## src/hdl/cbp_pkg.sv

```systemverilog
// shared types and constants for the chunky to byte-planar packer
`timescale 1ns / 1ps

package cbp_pkg;

  // configuration register indexes
  localparam logic [1:0] CFG_IMAGE_WIDTH = 2'd0;
  localparam logic [1:0] CFG_PLANE_LAYOUT = 2'd1;
  localparam logic [1:0] CFG_TOUCH_MASK = 2'd2;
  localparam logic [1:0] CFG_TRANSP_MASK = 2'd3;

  localparam int CFG_DATA_W = 24;
  localparam int SLOT_W = 3;
  localparam int LAYOUT_NIBBLES = 6;
  localparam int QUEUE_DEPTH = 2;

  // reset values of the registers
  localparam logic [12:0] RST_IMAGE_WIDTH = 13'd320;
  localparam logic [23:0] RST_PLANE_LAYOUT = 24'h008642;
  localparam logic [7:0] RST_TOUCH_MASK = 8'h02;
  localparam logic [7:0] RST_TRANSP_MASK = 8'h01;

  // plane slot codes
  localparam logic [3:0] CODE_UNUSED = 4'd0;
  localparam logic [3:0] CODE_BLUE_INV = 4'd1;
  localparam logic [3:0] CODE_BLUE = 4'd2;
  localparam logic [3:0] CODE_GREEN_INV = 4'd3;
  localparam logic [3:0] CODE_GREEN = 4'd4;
  localparam logic [3:0] CODE_RED_INV = 4'd5;
  localparam logic [3:0] CODE_RED = 4'd6;
  localparam logic [3:0] CODE_INTENS_INV = 4'd7;
  localparam logic [3:0] CODE_INTENS = 4'd8;
  localparam logic [3:0] CODE_HIT_INV = 4'd9;
  localparam logic [3:0] CODE_HIT = 4'd10;
  localparam logic [3:0] CODE_OPAQUE = 4'd11;
  localparam logic [3:0] CODE_OPAQUE_INV = 4'd12;

  // colour bits tested by the colour planes
  localparam logic [7:0] BIT_BLUE = 8'h01;
  localparam logic [7:0] BIT_GREEN = 8'h02;
  localparam logic [7:0] BIT_RED = 8'h04;
  localparam logic [7:0] BIT_INTENS = 8'h08;
  localparam logic [7:0] FIRST_PIXEL_BIT = 8'h80;

  typedef struct packed {
    logic [7:0] pixel_colour;
    logic [7:0] pixel_mask;
  } pix_in_t;

  typedef struct packed {
    logic [7:0] plane_byte;
    logic [SLOT_W-1:0] slot_index;
    logic last_of_cell;
  } plane_out_t;

  typedef struct packed {
    logic [12:0] image_width;
    logic [23:0] plane_layout;
    logic [7:0] touch_mask_bit;
    logic [7:0] transparent_mask_bit;
  } cfg_t;

  typedef struct packed {
    logic full;
    logic empty;
  } queue_status_t;

endpackage

```

## src/hdl/cbp_front.sv

```systemverilog
// front end: pixel intake, per-slot bit accumulation and cell end detection
`timescale 1ns / 1ps

module cbp_front #(
  parameter int MAX_SLOTS = 6,
  parameter int MAX_WIDTH = 4096
) (
  input  logic clk,
  input  logic rst,
  input  cbp_pkg::cfg_t cfg,
  input  logic pix_valid,
  output logic pix_ready,
  input  cbp_pkg::pix_in_t pix,
  input  cbp_pkg::queue_status_t q_status,
  output logic push,
  output logic [MAX_SLOTS-1:0][7:0] push_bytes,
  output logic [MAX_SLOTS-1:0] push_used
);
  import cbp_pkg::*;

  localparam int CW = $clog2(MAX_WIDTH);
  localparam int CMPW = (CW + 1 > 13) ? CW + 1 : 13;
  localparam logic [CMPW-1:0] MAXW = CMPW'(MAX_WIDTH);

  logic [CW-1:0] column;
  logic [MAX_SLOTS-1:0][7:0] acc;
  logic [MAX_SLOTS-1:0][7:0] byte_now;
  logic [MAX_SLOTS-1:0] used;
  logic [2:0] pos;
  logic [CMPW-1:0] w_ext;
  logic [CMPW-1:0] w_eff;
  logic [CMPW-1:0] col_inc;
  logic row_end;
  logic cell_end;
  logic accept;

  // returns {selected, bit}
  function automatic logic [1:0] plane_bit(input logic [3:0] code, input logic [7:0] colour,
                                           input logic [7:0] mask, input logic [7:0] touch,
                                           input logic [7:0] transp);
    logic [1:0] r;
    r = 2'b00;
    unique case (code)
      CODE_BLUE_INV:   r = {1'b1, ~|(colour & BIT_BLUE)};
      CODE_BLUE:       r = {1'b1, |(colour & BIT_BLUE)};
      CODE_GREEN_INV:  r = {1'b1, ~|(colour & BIT_GREEN)};
      CODE_GREEN:      r = {1'b1, |(colour & BIT_GREEN)};
      CODE_RED_INV:    r = {1'b1, ~|(colour & BIT_RED)};
      CODE_RED:        r = {1'b1, |(colour & BIT_RED)};
      CODE_INTENS_INV: r = {1'b1, ~|(colour & BIT_INTENS)};
      CODE_INTENS:     r = {1'b1, |(colour & BIT_INTENS)};
      CODE_HIT_INV:    r = {1'b1, ~|(mask & touch)};
      CODE_HIT:        r = {1'b1, |(mask & touch)};
      CODE_OPAQUE:     r = {1'b1, |(mask & transp)};
      CODE_OPAQUE_INV: r = {1'b1, ~|(mask & transp)};
      default:         r = 2'b00;
    endcase
    return r;
  endfunction

  assign pos = column[2:0];
  assign accept = pix_valid && pix_ready;
  assign pix_ready = !q_status.full;

  always_comb begin
    logic [3:0] code;
    logic [1:0] pb;
    for (int s = 0; s < MAX_SLOTS; s++) begin
      code = CODE_UNUSED;
      if (s < LAYOUT_NIBBLES) begin
        code = 4'(cfg.plane_layout >> (4 * s));
      end
      pb = plane_bit(code, pix.pixel_colour, pix.pixel_mask, cfg.touch_mask_bit,
                     cfg.transparent_mask_bit);
      used[s] = pb[1];
      byte_now[s] = acc[s] | ((pb[1] && pb[0]) ? (FIRST_PIXEL_BIT >> pos) : 8'h00);
    end
  end

  // width zero acts as one, anything above the maximum is clamped
  always_comb begin
    w_ext = CMPW'(cfg.image_width);
    if (w_ext == '0) begin
      w_eff = CMPW'(1);
    end else if (w_ext > MAXW) begin
      w_eff = MAXW;
    end else begin
      w_eff = w_ext;
    end
  end

  assign col_inc = CMPW'(column) + CMPW'(1);
  assign row_end = (col_inc >= w_eff);
  assign cell_end = row_end || (pos == 3'd7);

  assign push = accept && cell_end && (|used);
  assign push_bytes = byte_now;
  assign push_used = used;

  always_ff @(posedge clk) begin
    if (rst) begin
      column <= '0;
      acc <= '0;
    end else if (accept) begin
      column <= row_end ? '0 : col_inc[CW-1:0];
      acc <= cell_end ? '0 : byte_now;
    end
  end

endmodule

```

## src/hdl/cbp_queue.sv

```systemverilog
// small register queue carrying finished cells from front to back
`timescale 1ns / 1ps

module cbp_queue #(
  parameter int DW = 8,
  parameter int DEPTH = 2
) (
  input  logic clk,
  input  logic rst,
  input  logic push,
  input  logic [DW-1:0] push_data,
  input  logic pop,
  output logic [DW-1:0] pop_data,
  output cbp_pkg::queue_status_t status
);
  import cbp_pkg::*;

  localparam int PW = (DEPTH > 1) ? $clog2(DEPTH) : 1;
  localparam int CNTW = $clog2(DEPTH + 1);

  logic [DW-1:0] mem [DEPTH];
  logic [PW-1:0] wr_ptr;
  logic [PW-1:0] rd_ptr;
  logic [CNTW-1:0] count;
  logic do_push;
  logic do_pop;

  assign status.full = (count == CNTW'(DEPTH));
  assign status.empty = (count == '0);
  assign do_push = push && !status.full;
  assign do_pop = pop && !status.empty;
  assign pop_data = mem[rd_ptr];

  always_ff @(posedge clk) begin
    if (do_push) begin
      mem[wr_ptr] <= push_data;
    end
  end

  always_ff @(posedge clk) begin
    if (rst) begin
      wr_ptr <= '0;
      rd_ptr <= '0;
      count <= '0;
    end else begin
      if (do_push) begin
        wr_ptr <= (wr_ptr == PW'(DEPTH - 1)) ? '0 : wr_ptr + PW'(1);
      end
      if (do_pop) begin
        rd_ptr <= (rd_ptr == PW'(DEPTH - 1)) ? '0 : rd_ptr + PW'(1);
      end
      if (do_push && !do_pop) begin
        count <= count + CNTW'(1);
      end else if (do_pop && !do_push) begin
        count <= count - CNTW'(1);
      end
    end
  end

endmodule

```

## src/hdl/cbp_back.sv

```systemverilog
// back end: serializes each queued cell into one plane byte per used slot
`timescale 1ns / 1ps

module cbp_back #(
  parameter int MAX_SLOTS = 6
) (
  input  logic clk,
  input  logic rst,
  input  cbp_pkg::queue_status_t q_status,
  input  logic [MAX_SLOTS-1:0][7:0] q_bytes,
  input  logic [MAX_SLOTS-1:0] q_used,
  output logic pop,
  output logic plane_valid,
  input  logic plane_ready,
  output cbp_pkg::plane_out_t plane
);
  import cbp_pkg::*;

  logic work_valid;
  logic [MAX_SLOTS-1:0][7:0] work_bytes;
  logic [MAX_SLOTS-1:0] work_mask;
  logic [MAX_SLOTS-1:0] pick;
  logic [SLOT_W-1:0] pick_idx;
  logic last;
  logic advance;

  // lowest remaining slot goes first
  always_comb begin
    logic found;
    found = 1'b0;
    pick = '0;
    pick_idx = '0;
    for (int s = 0; s < MAX_SLOTS; s++) begin
      if (work_mask[s] && !found) begin
        found = 1'b1;
        pick[s] = 1'b1;
        pick_idx = SLOT_W'(s);
      end
    end
  end

  assign last = ((work_mask & ~pick) == '0);
  assign advance = work_valid && (!plane_valid || plane_ready);
  assign pop = !q_status.empty && (!work_valid || (advance && last));

  always_ff @(posedge clk) begin
    if (rst) begin
      work_valid <= 1'b0;
      work_mask <= '0;
    end else if (pop) begin
      work_valid <= 1'b1;
      work_mask <= q_used;
    end else if (advance) begin
      work_valid <= !last;
      work_mask <= work_mask & ~pick;
    end
  end

  always_ff @(posedge clk) begin
    if (pop) begin
      work_bytes <= q_bytes;
    end
  end

  always_ff @(posedge clk) begin
    if (rst) begin
      plane_valid <= 1'b0;
    end else if (advance) begin
      plane_valid <= 1'b1;
    end else if (plane_ready) begin
      plane_valid <= 1'b0;
    end
  end

  always_ff @(posedge clk) begin
    if (advance) begin
      plane.plane_byte <= work_bytes[pick_idx];
      plane.slot_index <= pick_idx;
      plane.last_of_cell <= last;
    end
  end

  a_work_has_slots: assert property (@(posedge clk) disable iff (rst)
    work_valid |-> (work_mask != '0))
    else $error("working cell holds no slot");

  a_more_slots_stay: assert property (@(posedge clk) disable iff (rst)
    (advance && !last) |=> work_valid)
    else $error("cell dropped before its last slot");

  a_pop_loads: assert property (@(posedge clk) disable iff (rst)
    pop |=> work_valid)
    else $error("popped cell not loaded");

  a_advance_shows: assert property (@(posedge clk) disable iff (rst)
    advance |=> plane_valid)
    else $error("advanced byte not presented");

endmodule

```

## src/hdl/chunky_to_byteplanar_packer.sv

```systemverilog
// top level of the chunky to byte-planar packer: config registers and block wiring
`timescale 1ns / 1ps

// channel   signals                               direction  item
// pixel     pix_valid / pix_ready / pix           in         colour and mask of one pixel
// plane     plane_valid / plane_ready / plane     out        one plane byte of a cell
// config    cfg_we / cfg_index / cfg_data         in         one register write
//
// one pixel is taken per cycle; the front needs space in the two-entry cell queue
// a finished cell yields one byte per used slot, one per cycle while plane_ready is high
// a cell's first byte passes the queue, the working cell register and the output register
// one pixel per cycle is sustained while plane_ready is high and bytes per cell <= pixels
// synchronous reset clears the column, the accumulators, the queue and the output stage
// a stall on the plane side fills the queue and then drops pix_ready

module chunky_to_byteplanar_packer #(
  parameter int MAX_SLOTS = 6,
  parameter int MAX_WIDTH = 4096
) (
  input  logic clk,
  input  logic rst,
  input  logic pix_valid,
  output logic pix_ready,
  input  cbp_pkg::pix_in_t pix,
  output logic plane_valid,
  input  logic plane_ready,
  output cbp_pkg::plane_out_t plane,
  input  logic cfg_we,
  input  logic [1:0] cfg_index,
  input  logic [cbp_pkg::CFG_DATA_W-1:0] cfg_data
);
  import cbp_pkg::*;

  // queue entry: bytes of every slot plus the used-slot mask
  localparam int QW = MAX_SLOTS * 8 + MAX_SLOTS;

  cfg_t cfg;
  queue_status_t q_status;
  logic push;
  logic pop;
  logic [MAX_SLOTS-1:0][7:0] push_bytes;
  logic [MAX_SLOTS-1:0] push_used;
  logic [MAX_SLOTS-1:0][7:0] q_bytes;
  logic [MAX_SLOTS-1:0] q_used;
  logic [QW-1:0] q_out;

  // configuration registers: user writes only while the block is idle, not enforced here
  always_ff @(posedge clk) begin
    if (rst) begin
      cfg.image_width <= RST_IMAGE_WIDTH;
      cfg.plane_layout <= RST_PLANE_LAYOUT;
      cfg.touch_mask_bit <= RST_TOUCH_MASK;
      cfg.transparent_mask_bit <= RST_TRANSP_MASK;
    end else if (cfg_we) begin
      unique case (cfg_index)
        CFG_IMAGE_WIDTH:  cfg.image_width <= cfg_data[12:0];
        CFG_PLANE_LAYOUT: cfg.plane_layout <= cfg_data[23:0];
        CFG_TOUCH_MASK:   cfg.touch_mask_bit <= cfg_data[7:0];
        CFG_TRANSP_MASK:  cfg.transparent_mask_bit <= cfg_data[7:0];
        default: ;
      endcase
    end
  end

  // front: accumulates pixels into slot bytes, pushes a cell at its end
  cbp_front #(
    .MAX_SLOTS(MAX_SLOTS),
    .MAX_WIDTH(MAX_WIDTH)
  ) u_front (
    .clk(clk),
    .rst(rst),
    .cfg(cfg),
    .pix_valid(pix_valid),
    .pix_ready(pix_ready),
    .pix(pix),
    .q_status(q_status),
    .push(push),
    .push_bytes(push_bytes),
    .push_used(push_used)
  );

  // decoupling queue between front and back
  cbp_queue #(
    .DW(QW),
    .DEPTH(QUEUE_DEPTH)
  ) u_queue (
    .clk(clk),
    .rst(rst),
    .push(push),
    .push_data({push_bytes, push_used}),
    .pop(pop),
    .pop_data(q_out),
    .status(q_status)
  );

  assign q_bytes = q_out[QW-1:MAX_SLOTS];
  assign q_used = q_out[MAX_SLOTS-1:0];

  // back: emits one byte per used slot, in slot order, last one flagged
  cbp_back #(
    .MAX_SLOTS(MAX_SLOTS)
  ) u_back (
    .clk(clk),
    .rst(rst),
    .q_status(q_status),
    .q_bytes(q_bytes),
    .q_used(q_used),
    .pop(pop),
    .plane_valid(plane_valid),
    .plane_ready(plane_ready),
    .plane(plane)
  );

endmodule
```

## config.mk

```make
export PLATFORM = sky130hd
export DESIGN_NAME = chunky_to_byteplanar_packer
export DESIGN_NICKNAME = d
export VERILOG_FILES = /design/src/hdl/cbp_pkg.sv /design/src/hdl/cbp_front.sv /design/src/hdl/cbp_queue.sv /design/src/hdl/cbp_back.sv /design/src/hdl/chunky_to_byteplanar_packer.sv
export SDC_FILE = /design/constraint.sdc
export NUM_CORES = 1
export LEC_CHECK = 0
export ABC_AREA = 1
export ABC_CLOCK_PERIOD_IN_PS = 9800
export BUFFER_PORTS_ARGS = -buffer_cell sky130_fd_sc_hd__buf_2
export CAP_MARGIN = 0
export CORE_MARGIN = 5
export CORE_UTILIZATION = 39
export CTS_BUF_LIST = sky130_fd_sc_hd__clkbuf_4 sky130_fd_sc_hd__clkbuf_8
export CTS_CLUSTER_SIZE = 10
export DETAILED_ROUTE_END_ITERATION = 8
export SLEW_MARGIN = 5
export SYNTH_ARGS = -nofsm -noshare
export SYNTH_HDL_FRONTEND = slang
export SYNTH_HIERARCHICAL = 1
export SYNTH_SLANG_ARGS = --single-unit
```

## constraint.sdc

```tcl
create_clock -name clk -period 9.8 [get_ports clk]
set_input_delay 1.47 -clock clk [delete_from_list [all_inputs] [get_ports clk]]
set_output_delay 1.47 -clock clk [all_outputs]
set_load 0.05 [all_outputs]
```

==> qor.yml <==
status:
  outcome: "completed"
sta:
  worst_pin_slew_ns: 1.04
  hold_ws_ns: 0.445
  timing.final.ws_setup_ns: 5.48
  slew_viol_final: 0
  finalHoldViolCount: 0
  min_period_ns: 4.32
  setup_viol: 0
  fin_crit_sh_pct: 44.0
  fmax_mhz: 232
  max-slew-margin-rel_pct: 30.6
  finalClockSkew_ns: 0.0408
  fin_tns_setup_ns: 0
  rsz0062_at_grt: "false"
worst_hold_path:
  holdPathEnd: "u_front/acc[16]"
  holdCritStartpoint: "u_front/acc[16]"
  holdPathStages: 2
  hold_path.class: "flop to flop"
cells_and_area:
  antenna_cells: 0
  stdcell_count: 2163
  drive_gt1_share_pct: 14.9
  area_delta_synth_final_pct: 11.8
  finalNetCount: 1726
die:
  row_count: 69
  start_util_pct: 39.4
  coreArea_um2: 35600
  die_h_um: 200
  ios: 61
  fp.dieW_um: 200
  die-area_um2: 39900
placement:
  dp_hpwl_mm: 18.4
  port_buffers: 56
  place_ws_ns: 5.52
  gp_congestion: 0.811
  place_inst: 2067
clock_tree:
  clk_path_buf_depth: 3
  clk_pin_slew_worst_paths_ns: 0.06
  clock_latency_ns: 0.61
  htree_levels: 2
  cts_hold_buf: 0
  cts_resized: 0
  post-cts-setup-buffer-count: 0
  cts_buffers: 51
  cts_tree: "built"
  clock-sinks: 294
  cts_root_buf: "clkbuf_8"
power:
  power_density_nw_per_um2: 174
  p_leak_nw: 6.82
  irDropWorstVdd_uv: 147
grt:
  grtUsageTotal_pct: 15.2
  grt_pass1_vias: 9865
  grt_pass1_wl_mm: 49.1
  antenna_found_initial: 0
  grt-ovfl-total: 0
  grt_max_degree: 64
run:
  drv_cap: 0
logic_synthesis:
  synth_top_area_share_pct: 36.0
  yosys-top-cells-area: "edfxtp_1, dfxtp_1, nand2_1"
  synth.largest_area_cell: "edfxtp_1"
  ys_seq_area_share_pct: 53.9
  synth-edff-count: 168
  syn_inst: 1597
  ys.warnings.count: 6
  yosysMostFrequentCell: "nand2_1"
  synth_common_cells: "nand2_1, nor2_1, inv_1, edfxtp_1, dfxtp_1"
  syn-num-nets: 1664
  ys_seq_elements: 294
  synth_ff_type: "edfxtp_1"
  synth.distinct_cells: 43
  netlist_area_um2: 14000
  syn_area_per_cell_um2: 8.78
  synthArstFlopShare_pct: 0
worst_setup_path:
  crit_type: "flop to flop"
  r2r-start: "u_front/column[2]"
  crit_arrival_ns: 4.51
  ff2ff_path_depth: 15
  worst_setup_path_start_kind: "flop"
  cp.required_ns: 10.00
  cp-end-kind: "flop"
  critical_path.max_fanout: 54
  reg2reg_to: "u_queue/mem[0][36]"
  reg2reg_slack_ns: 5.48
detailed_routing:
  drt_iter0_drc: 610
  first_pass_iters: 5
  drc: 0
  ant_nets: 0
  wl_per_cell_um: 13.8
  viasPerCell: 4.77
  totalWireLength_mm: 29.8
  dr_total_vias: 10300
[worst max-delay path, cell delays in order (launching register included)]
cell and delay, ns:
dfxtp_1 0.58, nand2_1 0.13, nor2_1 0.33, nand2_1 0.14
nor2_1 0.12, nand2_1 0.07, and2_1 0.17, ha_1 0.30
nand4_1 0.07, nand3b_1 0.44, nand3_4 0.30, nor2_4 0.07
nor3_1 0.26, o21ai_2 0.17, nor2_4 0.10, buf_4 0.59
[cell type report]
class / instances / area [um2]
Fill cell: 3445 / 19900
Sequential cell: 294 / 7570
Tap cell: 461 / 577
Clock buffer: 77 / 941
Clock inverter: 19 / 140
Multi-Input combinational cell: 1061 / 5410
Timing Repair Buffer: 63 / 333
Inverter: 188 / 711
[cells in the final DEF (no fill, tap or decap), drive strengths merged, types with 2 or more instances in the layout]
cell type  instances
nor2             221
a21o               6
nand3            103
mux2              54
or2                2
clkbuf            77
and2               3
clkinv            16
o21ai             31
edfxtp           168
a21oi             79
nor3              14
a21boi             2
nand3b             3
nand2            483
o21bai             2
inv              189
o211ai             6
nor4               4
a31oi              7
nand4             20
dfxtp            126
buf               63
ha                20
[sequential cells by signal (all words and copies together) (netlist names), 2 cells and up, named ones only]
name,flops
u_back/work_bytes,48
cfg,53
u_back/work_mask,6
u_front/column,12
u_front/acc,48
u_queue/count,2
u_back/plane,12
u_queue/mem,108
[how the worst max path moves through the flow]
stage | from | end | slack [ns] | depth (start not counted)
2_1_floorplan | plane_ready | u_queue/count[1] | 4.19 | 11
3_3_place_gp | u_front/column[2] | u_queue/mem[0][15] | 5.60 | 15
3_5_place_dp | u_front/column[2] | u_queue/mem[0][31] | 5.52 | 15
4_1_cts | u_front/column[2] | u_queue/mem[0][14] | 5.47 | 15
5_1_grt | u_front/column[2] | u_queue/mem[0][36] | 5.06 | 15
6_report | u_front/column[2] | u_queue/mem[0][36] | 5.48 | 15
[per-stage QoR]
step                area, um2  power (mW)  util, %
floorplan               14000        1.53        -
global placement        14600        1.60     41.1
detailed placement      14600        1.61     41.1
CTS                     15700        2.77     44.1
global route            15700        2.86     44.1
finish                  15700        2.73     44.1
[logic make-up after synthesis]
family / count (synthesis) / synth area share (%)
compound gates: 133 / 5.31
xor+xnor: 1 / 0.0624
fa+ha+maj: 20 / 1.78
buf+inv: 242 / 7.67
flops: 294 / 53.9
mux: 54 / 5.67
simple gates: 853 / 25.6
[where the power goes]
part	internal (mW)	switching (mW)	leakage, nW
Sequential	1.33	0.0185	2.56
Clock	0.647	0.504	0.576
Combinational	0.0647	0.166	3.68
[metal layers]
metal | GRT usage [%] | wire length, um | vias to the layer above
li1 | - | - | 5324
met1 | 19.8 | 13600 | 4750
met2 | 25.7 | 14200 | 206
met3 | 2.83 | 1360 | 47
met4 | 4.68 | 659 | 0
met5 | 0 | 0 | -
No activity file was read; power rests on OpenSTA's default activity.
